`src/sv/lre_pkg.sv`:
```
// ----------------------------------------------------------------------------
// lre_pkg: shared types for the eight-zone line rasterizer
// Coordinate widths, zone codes and the line state record used by the
// setup logic, the step logic and the top level.
// ----------------------------------------------------------------------------
package lre_pkg;

    // Width of one coordinate at the ports.
    localparam int COORD_BITS = 12;
    // Zone-0 coordinates need one more bit, since negating the most negative
    // port value must not wrap.
    localparam int MAJ_W      = COORD_BITS + 1;
    // Decision variable and diagonal increment.
    localparam int DEC_W      = COORD_BITS + 3;
    // East increment, never negative.
    localparam int EAST_W     = COORD_BITS + 2;

    typedef logic signed [COORD_BITS-1:0] coord_t;
    typedef logic signed [MAJ_W-1:0]      wide_coord_t;
    typedef logic signed [DEC_W-1:0]      dec_t;
    typedef logic        [EAST_W-1:0]     east_t;

    // Direction zones, counterclockwise from the shallow east-northeast zone.
    typedef enum logic [2:0] {
        ZONE_0 = 3'd0,
        ZONE_1 = 3'd1,
        ZONE_2 = 3'd2,
        ZONE_3 = 3'd3,
        ZONE_4 = 3'd4,
        ZONE_5 = 3'd5,
        ZONE_6 = 3'd6,
        ZONE_7 = 3'd7
    } zone_t;

    // Everything the block keeps about the line in progress.
    typedef struct packed {
        logic        active;
        zone_t       zone;
        wide_coord_t cur_major;
        wide_coord_t cur_minor;
        wide_coord_t end_major;
        dec_t        decision;
        east_t       east_step;
        dec_t        diag_step;
    } line_state_t;

    // One emitted pixel.
    typedef struct packed {
        coord_t x;
        coord_t y;
        zone_t  zone;
        logic   last;
    } point_t;

endpackage

```
`src/sv/lre_setup.sv`:
```
// ----------------------------------------------------------------------------
// lre_setup: line setup for a load transfer
// Classifies the direction into a zone, folds both endpoints into zone 0 and
// derives the initial decision value and the two increments.
// ----------------------------------------------------------------------------
module lre_setup
(
    input  lre_pkg::coord_t      x_start,
    input  lre_pkg::coord_t      y_start,
    input  lre_pkg::coord_t      x_end,
    input  lre_pkg::coord_t      y_end,
    output lre_pkg::line_state_t setup
);

    // Maps an original-space point into zone 0.
    function automatic void to_zone0
    (
        input  lre_pkg::zone_t       z,
        input  lre_pkg::wide_coord_t x,
        input  lre_pkg::wide_coord_t y,
        output lre_pkg::wide_coord_t a,
        output lre_pkg::wide_coord_t b
    );
        unique case (z)
            lre_pkg::ZONE_0: begin a = x;  b = y;  end
            lre_pkg::ZONE_1: begin a = y;  b = x;  end
            lre_pkg::ZONE_2: begin a = y;  b = -x; end
            lre_pkg::ZONE_3: begin a = -x; b = y;  end
            lre_pkg::ZONE_4: begin a = -x; b = -y; end
            lre_pkg::ZONE_5: begin a = -y; b = -x; end
            lre_pkg::ZONE_6: begin a = -y; b = x;  end
            lre_pkg::ZONE_7: begin a = x;  b = -y; end
        endcase
    endfunction

    lre_pkg::wide_coord_t xs, ys, xe, ye;
    lre_pkg::wide_coord_t dx, dy;
    logic [lre_pkg::COORD_BITS-1:0] mag_dx, mag_dy;
    logic wide, dx_neg, dy_neg, dx_zero, dy_zero;
    lre_pkg::zone_t zone;
    lre_pkg::wide_coord_t a1, b1, a2, b2;
    lre_pkg::dec_t ddx, ddy;

    always_comb
    begin
        xs = lre_pkg::wide_coord_t'(x_start);
        ys = lre_pkg::wide_coord_t'(y_start);
        xe = lre_pkg::wide_coord_t'(x_end);
        ye = lre_pkg::wide_coord_t'(y_end);
        dx = xe - xs;
        dy = ye - ys;

        dx_neg  = dx[lre_pkg::MAJ_W-1];
        dy_neg  = dy[lre_pkg::MAJ_W-1];
        dx_zero = (dx == '0);
        dy_zero = (dy == '0);

        // The magnitude of a coordinate difference always fits COORD_BITS.
        mag_dx = dx_neg ? lre_pkg::COORD_BITS'(-dx) : lre_pkg::COORD_BITS'(dx);
        mag_dy = dy_neg ? lre_pkg::COORD_BITS'(-dy) : lre_pkg::COORD_BITS'(dy);
        wide   = (mag_dx > mag_dy);

        // Axis-aligned directions fall into the first matching quadrant.
        priority if (!dx_neg && !dy_neg)
            zone = wide ? lre_pkg::ZONE_0 : lre_pkg::ZONE_1;
        else if (!dx_neg && !dx_zero && dy_neg)
            zone = wide ? lre_pkg::ZONE_7 : lre_pkg::ZONE_6;
        else if ((dx_neg || dx_zero) && (dy_neg || dy_zero))
            zone = wide ? lre_pkg::ZONE_4 : lre_pkg::ZONE_5;
        else
            zone = wide ? lre_pkg::ZONE_3 : lre_pkg::ZONE_2;

        to_zone0(zone, xs, ys, a1, b1);
        to_zone0(zone, xe, ye, a2, b2);

        ddx = lre_pkg::dec_t'(a2) - lre_pkg::dec_t'(a1);
        ddy = lre_pkg::dec_t'(b2) - lre_pkg::dec_t'(b1);

        setup.active    = (a1 < a2);
        setup.zone      = zone;
        setup.cur_major = a1;
        setup.cur_minor = b1;
        setup.end_major = a2;
        setup.decision  = (ddy <<< 1) - ddx;
        setup.east_step = lre_pkg::EAST_W'(ddy <<< 1);
        setup.diag_step = (ddy - ddx) <<< 1;
    end

endmodule

```
`src/sv/lre_stepper.sv`:
```
// ----------------------------------------------------------------------------
// lre_stepper: one midpoint step
// Advances the zone-0 position by one pixel, updates the decision value and
// maps the new pixel back into the line's original zone.
// ----------------------------------------------------------------------------
module lre_stepper
(
    input  lre_pkg::line_state_t cur,
    output lre_pkg::line_state_t nxt,
    output lre_pkg::point_t      point
);

    lre_pkg::wide_coord_t major_n, minor_n;
    lre_pkg::wide_coord_t px, py;
    logic fin;

    always_comb
    begin
        nxt     = cur;
        major_n = cur.cur_major + lre_pkg::wide_coord_t'(1);

        if (cur.decision[lre_pkg::DEC_W-1])
        begin
            minor_n      = cur.cur_minor;
            nxt.decision = cur.decision + lre_pkg::dec_t'({1'b0, cur.east_step});
        end
        else
        begin
            minor_n      = cur.cur_minor + lre_pkg::wide_coord_t'(1);
            nxt.decision = cur.decision + cur.diag_step;
        end

        fin           = (major_n >= cur.end_major);
        nxt.cur_major = major_n;
        nxt.cur_minor = minor_n;
        nxt.active    = cur.active && !fin;

        unique case (cur.zone)
            lre_pkg::ZONE_0: begin px = major_n;  py = minor_n;  end
            lre_pkg::ZONE_1: begin px = minor_n;  py = major_n;  end
            lre_pkg::ZONE_2: begin px = -minor_n; py = major_n;  end
            lre_pkg::ZONE_3: begin px = -major_n; py = minor_n;  end
            lre_pkg::ZONE_4: begin px = -major_n; py = -minor_n; end
            lre_pkg::ZONE_5: begin px = -minor_n; py = -major_n; end
            lre_pkg::ZONE_6: begin px = minor_n;  py = -major_n; end
            lre_pkg::ZONE_7: begin px = major_n;  py = -minor_n; end
        endcase

        point.x    = px[lre_pkg::COORD_BITS-1:0];
        point.y    = py[lre_pkg::COORD_BITS-1:0];
        point.zone = cur.zone;
        point.last = fin;
    end

endmodule

```
`src/sv/line_rasterizer_eight_zone.sv`:
```
// ----------------------------------------------------------------------------
// line_rasterizer_eight_zone: eight-zone midpoint line generator
// Loads a line from two signed endpoints and emits one pixel per step
// transfer on an active line, mapped back to the line's original direction zone.
// ----------------------------------------------------------------------------
//
//  channel | handshake             | payload
//  --------+-----------------------+------------------------------------------
//  input   | in_valid / in_stall   | action, x_start, y_start, x_end, y_end
//  output  | out_valid / out_stall | point_x, point_y, zone, last
//
// An input transfer is taken in every cycle in which in_stall is low; a step
// transfer's pixel is registered in the output register at the edge that takes
// the transfer. The step path is one decision add and one end compare feeding
// the line state register.
// rst_n clears the line state (no line active) and empties the output
// register. in_stall rises only while a pixel waits in the output register
// and out_stall holds it there.
//
// A load transfer (action = 0) gives no pixel and replaces any line in
// progress. A step transfer (action = 1) with no active line gives no pixel.
// The start point is never emitted; the end point carries last = 1, after
// which the line is inactive.
// ----------------------------------------------------------------------------
module line_rasterizer_eight_zone
(
    input  logic                 clk,
    input  logic                 rst_n,

    input  logic                 in_valid,
    output logic                 in_stall,
    input  logic                 action,
    input  lre_pkg::coord_t      x_start,
    input  lre_pkg::coord_t      y_start,
    input  lre_pkg::coord_t      x_end,
    input  lre_pkg::coord_t      y_end,

    output logic                 out_valid,
    input  logic                 out_stall,
    output lre_pkg::coord_t      point_x,
    output lre_pkg::coord_t      point_y,
    output lre_pkg::zone_t       zone,
    output logic                 last
);

    // Line state: the registered copy of everything the block keeps about
    // the current line.
    lre_pkg::line_state_t state_reg, state_next;
    lre_pkg::line_state_t setup_state, step_state;

    // Output register: one pixel and its valid flag.
    lre_pkg::point_t step_point;
    lre_pkg::point_t point_reg;
    logic            out_valid_reg, out_valid_next;

    logic in_accept;
    logic load_fire;
    logic step_fire;

    // Setup for a load transfer works straight off the input ports.
    lre_setup u_setup
    (
        .x_start (x_start),
        .y_start (y_start),
        .x_end   (x_end),
        .y_end   (y_end),
        .setup   (setup_state)
    );

    // The step path works off the stored line state.
    lre_stepper u_stepper
    (
        .cur   (state_reg),
        .nxt   (step_state),
        .point (step_point)
    );

    // The input side only waits when the output register holds a pixel that
    // the downstream side is not taking in this cycle.
    assign in_stall  = out_valid_reg && out_stall;
    assign in_accept = in_valid && !in_stall;
    assign load_fire = in_accept && !action;
    assign step_fire = in_accept && action && state_reg.active;

    always_comb
    begin
        priority if (load_fire)
            state_next = setup_state;
        else if (step_fire)
            state_next = step_state;
        else
            state_next = state_reg;
    end

    // A new pixel always lands in the register; otherwise the old one stays
    // only while it is held back.
    assign out_valid_next = step_fire || (out_valid_reg && out_stall);

    always_ff @(posedge clk or negedge rst_n)
    begin
        if (!rst_n)
        begin
            state_reg     <= '0;
            out_valid_reg <= 1'b0;
        end
        else
        begin
            state_reg     <= state_next;
            out_valid_reg <= out_valid_next;
        end
    end

    // The pixel payload is qualified by out_valid and needs no reset.
    always_ff @(posedge clk)
    begin
        if (step_fire)
        begin
            point_reg <= step_point;
        end
    end

    assign out_valid = out_valid_reg;
    assign point_x   = point_reg.x;
    assign point_y   = point_reg.y;
    assign zone      = point_reg.zone;
    assign last      = point_reg.last;

`ifndef NO_ASSERTIONS
    // Backpressure on the input comes only from a held pixel.
    a_stall_source: assert property (@(posedge clk) disable iff (!rst_n)
        in_stall |-> (out_valid && out_stall))
        else $error("in_stall raised without a held output pixel");

    // A fresh pixel only follows an accepted step transfer.
    a_pixel_cause: assert property (@(posedge clk) disable iff (!rst_n)
        $rose(out_valid) |-> $past(in_valid && !in_stall && action))
        else $error("pixel appeared without an accepted step transfer");

    // After the final pixel of a line no line remains active.
    a_last_ends_line: assert property (@(posedge clk) disable iff (!rst_n)
        (step_fire && step_point.last) |=> !state_reg.active)
        else $error("line still active after its final pixel");
`endif

endmodule

```
`config.mk`:
```
export PLATFORM = sky130hd
export DESIGN_NAME = line_rasterizer_eight_zone
export DESIGN_NICKNAME = d
export VERILOG_FILES = /design/src/sv/lre_pkg.sv /design/src/sv/lre_setup.sv /design/src/sv/lre_stepper.sv /design/src/sv/line_rasterizer_eight_zone.sv
export SDC_FILE = /design/constraint.sdc
export NUM_CORES = 1
export LEC_CHECK = 0
export BUFFER_PORTS_ARGS = -buffer_cell sky130_fd_sc_hd__clkbuf_2
export CAP_MARGIN = 20
export CORE_MARGIN = 3
export CORE_UTILIZATION = 38
export DETAILED_ROUTE_END_ITERATION = 16
export PLACE_DENSITY = 0.56
export RECOVER_POWER = 100
export SLEW_MARGIN = 20
export SYNTH_ARGS = -nofsm -noshare
export SYNTH_HDL_FRONTEND = slang
export SYNTH_SLANG_ARGS = --single-unit
```
`constraint.sdc`:
```
create_clock -name clk -period 3.9 [get_ports clk]
set_input_delay 0.195 -clock clk [delete_from_list [all_inputs] [get_ports clk]]
set_output_delay 0.195 -clock clk [all_outputs]
set_load 0.01 [all_outputs]
```
==> results.md <==
- WP data arrival: 6.78 ns
- Die Y: 199 um
- Core Region: 0.0367 mm^2
- Worst hold path type: in2reg
- Mapped Area: 0.0142 mm^2
- Non-Filler Instances: 2825
- CTS tree: done
- Max_cap viols: 2
- Post-Synthesis Cells: 1769
- Status: finished with violations
- Post-Place Setup Slack: -3.51 ns
- Worst path required time: 4.20 ns
- Area Growth Syn to Fin: 53.1%
- Total CTS buffers: 17
- Met2 usage: 42.5%
- Top_reg_cell synth: dfrtp_1
- Clk_skew: 0.0183 ns
- DRC viols: 0
- Remaining global-route overflow: 0
- Crit. Startpoint: y_start[1]
- Overall routed net length: 52.6 mm
- Clock root buffer: clkbuf_16
- Async set or reset register ratio after synthesis: 75.2%
- Clk sinks: 113
- Util after Layout: 59.2%
- EDFF count, synth: 28
- # placed instances: 2711
- Min-delay src: action
- FP Rows: 70
- Final nets: 2516
- Crit share post-route: 166%
- Sequential area share after synthesis: 20.9%
- DRT Pass-1 Iters: 5
- Largest stage delay, worst path: 0.48 ns
- Initial antenna violation count: 0
- Avg Vias per Cell: 5.62
- Starting Density: 38.7%
- Share of cells above drive strength 1: 40.3%
- Mean post-synth cell area: 8.02 um^2
- GR Util met3: 3.44%
- Bufs and invs on worst path: 8
- Final Setup Violations: 85
- Finished Cell Area: 0.0217 mm^2
- R2r setup slk: -0.46 ns
- Die W: 199 um
- Average routed wire per standard cell: 18.6 um
- PortBufs: 82
- Max Fanout on Critical Path: 6
- Final Max Tran Viols: 89
- Hpwl dp: 39.9 mm
- Worst setup EP type: flop
- Violated checks: max-capacitance violations, max-slew violations, negative setup slack
- Die area: 0.0397 mm^2
- Global Route Usage Sum: 25.4%
- Placement-stage cell area: 0.0188 mm^2
- Busiest grt layer: met2
- FMAX: 154 MHz
- Post-DRT Antenna Nets: 0
- Clock latency on the worst-skew pair: 0.45 ns
- Synth cell types: 104
- Clk slew on worst S/H paths: 0.06 ns
- Critical path's top delay family: compound AO/OA/AOI/OAI gates
- First-pass GRT wire length: 80.2 mm
- Reg2reg path depth: 11
- Vias: 15900
- RePlAce Congestion: 0.913
- CP max-delay cell: a2111oi_4
- Setup WS post-layout: -2.58 ns
- Met1 Resource Use GR: 33.3%
- RR Startpoint: state_reg[43]$_DFFE_PN0P_
- Worst rel slew slack: -94.5%
- Hold Path End: state_reg[86]$_DFFE_PN0P_
- Final antenna diode count: 0
- Worst-margin pin slew: 2.92 ns
- Htree depth: 4
- R2r endpoint: point_x[11]$_DFFE_PP_
- Synth warn: 0
- FF+latch count, synth: 113
- Initial DRC Count: 1145
- Kind of critical path: in2reg
- Top Ports: 83
- Largest register FFs: 84
- Type of origin of the critical path: input port
- Hold-critical path depth: 3
- Tmin final: 6.48 ns
- Final hold vios: 0
- # fillers: 3156
- Maximum number of pins on one net before global-route repair: 53
- Max Root-Sink Buffers: 2
- Unrepaired setup endpoints after global routing: true
- Vias in the first global route: 15500
- Synth Net Count: 1941
layer usage:
layer	part of all wire, %	vias to the layer above
met5	0	-
met4	3.6	0
met1	44	7639
met2	48	438
li1	-	7682
met3	4.2	106
worst register-to-register path: stages (launching register included):
cell	delay (ns)
dfrtp_1	0.65
clkbuf_1	0.82
nand4b_1	0.37
xor2_2	0.38
nand3b_4	0.12
or3_4	0.43
or3_4	0.43
nor2b_4	0.14
nand2_2	0.06
xor2_1	0.17
mux4_1	0.50
mux2i_1	0.14
final cells by class:
type / instances / area (um^2) / area share [%]
flip-flops and latches: 113 / 2970 / 13.7
multi-input cells: 1477 / 12300 / 56.4
repair buffers: 638 / 4950 / 22.8
clock buffers: 23 / 468 / 2.15
inverters: 97 / 387 / 1.78
well taps: 468 / 586 / 2.70
clock inverters: 9 / 108 / 0.495
worst max path at each step:
stage                                 to  slack (ns)  cells past startpoint
2_1_floorplan  state_reg[14]$_DFFE_PN0P_       -2.85                     38
3_5_place_dp   state_reg[13]$_DFFE_PN0P_       -3.51                     37
4_1_cts        state_reg[13]$_DFFE_PN0P_       -2.58                     39
3_3_place_gp   state_reg[43]$_DFFE_PN0P_       -3.25                     35
6_report       state_reg[43]$_DFFE_PN0P_       -2.58                     36
5_1_grt        state_reg[13]$_DFFE_PN0P_       -2.92                     40
timing repair:
| action | in CTS | in global routing |
|---|---|---|
| setup buffers | 45 | 56 |
| hold buffers | 2 | 0 |
| cloned | 3 | 1 |
| endpoints found under the setup margin | 82 | 82 |
| pin swaps | 85 | 152 |
| endpoints found under the hold margin | 52 | 0 |
| resized for setup | 181 | 190 |
synth_stat cells (all sizes together), types with 16 or more instances:
library cell  number  share of area (%)
edfxtp            28                5.9
and3              22                1.0
o221ai            22                1.4
nor3              47                1.7
xnor2            105                6.6
o211ai            16               0.85
nand2            180                4.8
a21oi             86                3.0
ha               112                9.9
a211oi            17               0.90
xor2              58                3.7
mux2              23                1.8
o31ai             17               0.93
clkbuf            69                1.8
or2               17               0.75
mux2i             59                4.2
nand3             43                1.6
inv               96                2.5
a21o              20                1.1
o21a              26                1.4
o21ai            144                5.1
dfrtp             85                 15
or3               34                1.6
nor2             143                3.8
nor2b             31                1.4
kinds of logic after synthesis:
group,synth area share [%]
flops,20.9
xor+xnor,10.3
fa+ha+maj,11.0
compound gates,23.5
buf+inv,4.92
other cells,0.0264
simple gates,21.3
mux,8.03
layout by cell type (no fill, tap or decap), types with 37 or more instances in the layout:
cell      netlist  layout
buf_4           2     491
nand2_1       179     166
nor2_1        142     128
xnor2_1       104      87
ha_1          112      86
dfrtp_1        85      85
inv_1          95      84
o21ai_0       138      79
a21oi_1        86      63
xor2_1         56      52
mux2i_1        59      51
clkbuf_2        2      45
buf_6           1      42
o21ai_1         6      40
clkbuf_1       67      40
nand3_1        42      37
metrics by stage:
stage / setup TNS (ns) / hold WS, ns
floorplan: -89.51 / -0.101
global placement: -130.20 / 0.284
detailed placement: -146.56 / 0.292
CTS: -76.24 / 0.0714
global route: -99.14 / 0.103
finish: -81.19 / 0.0992
Power is not shown: default switching activity piles up to over one toggle a cycle in this logic, so the estimate is an artifact.
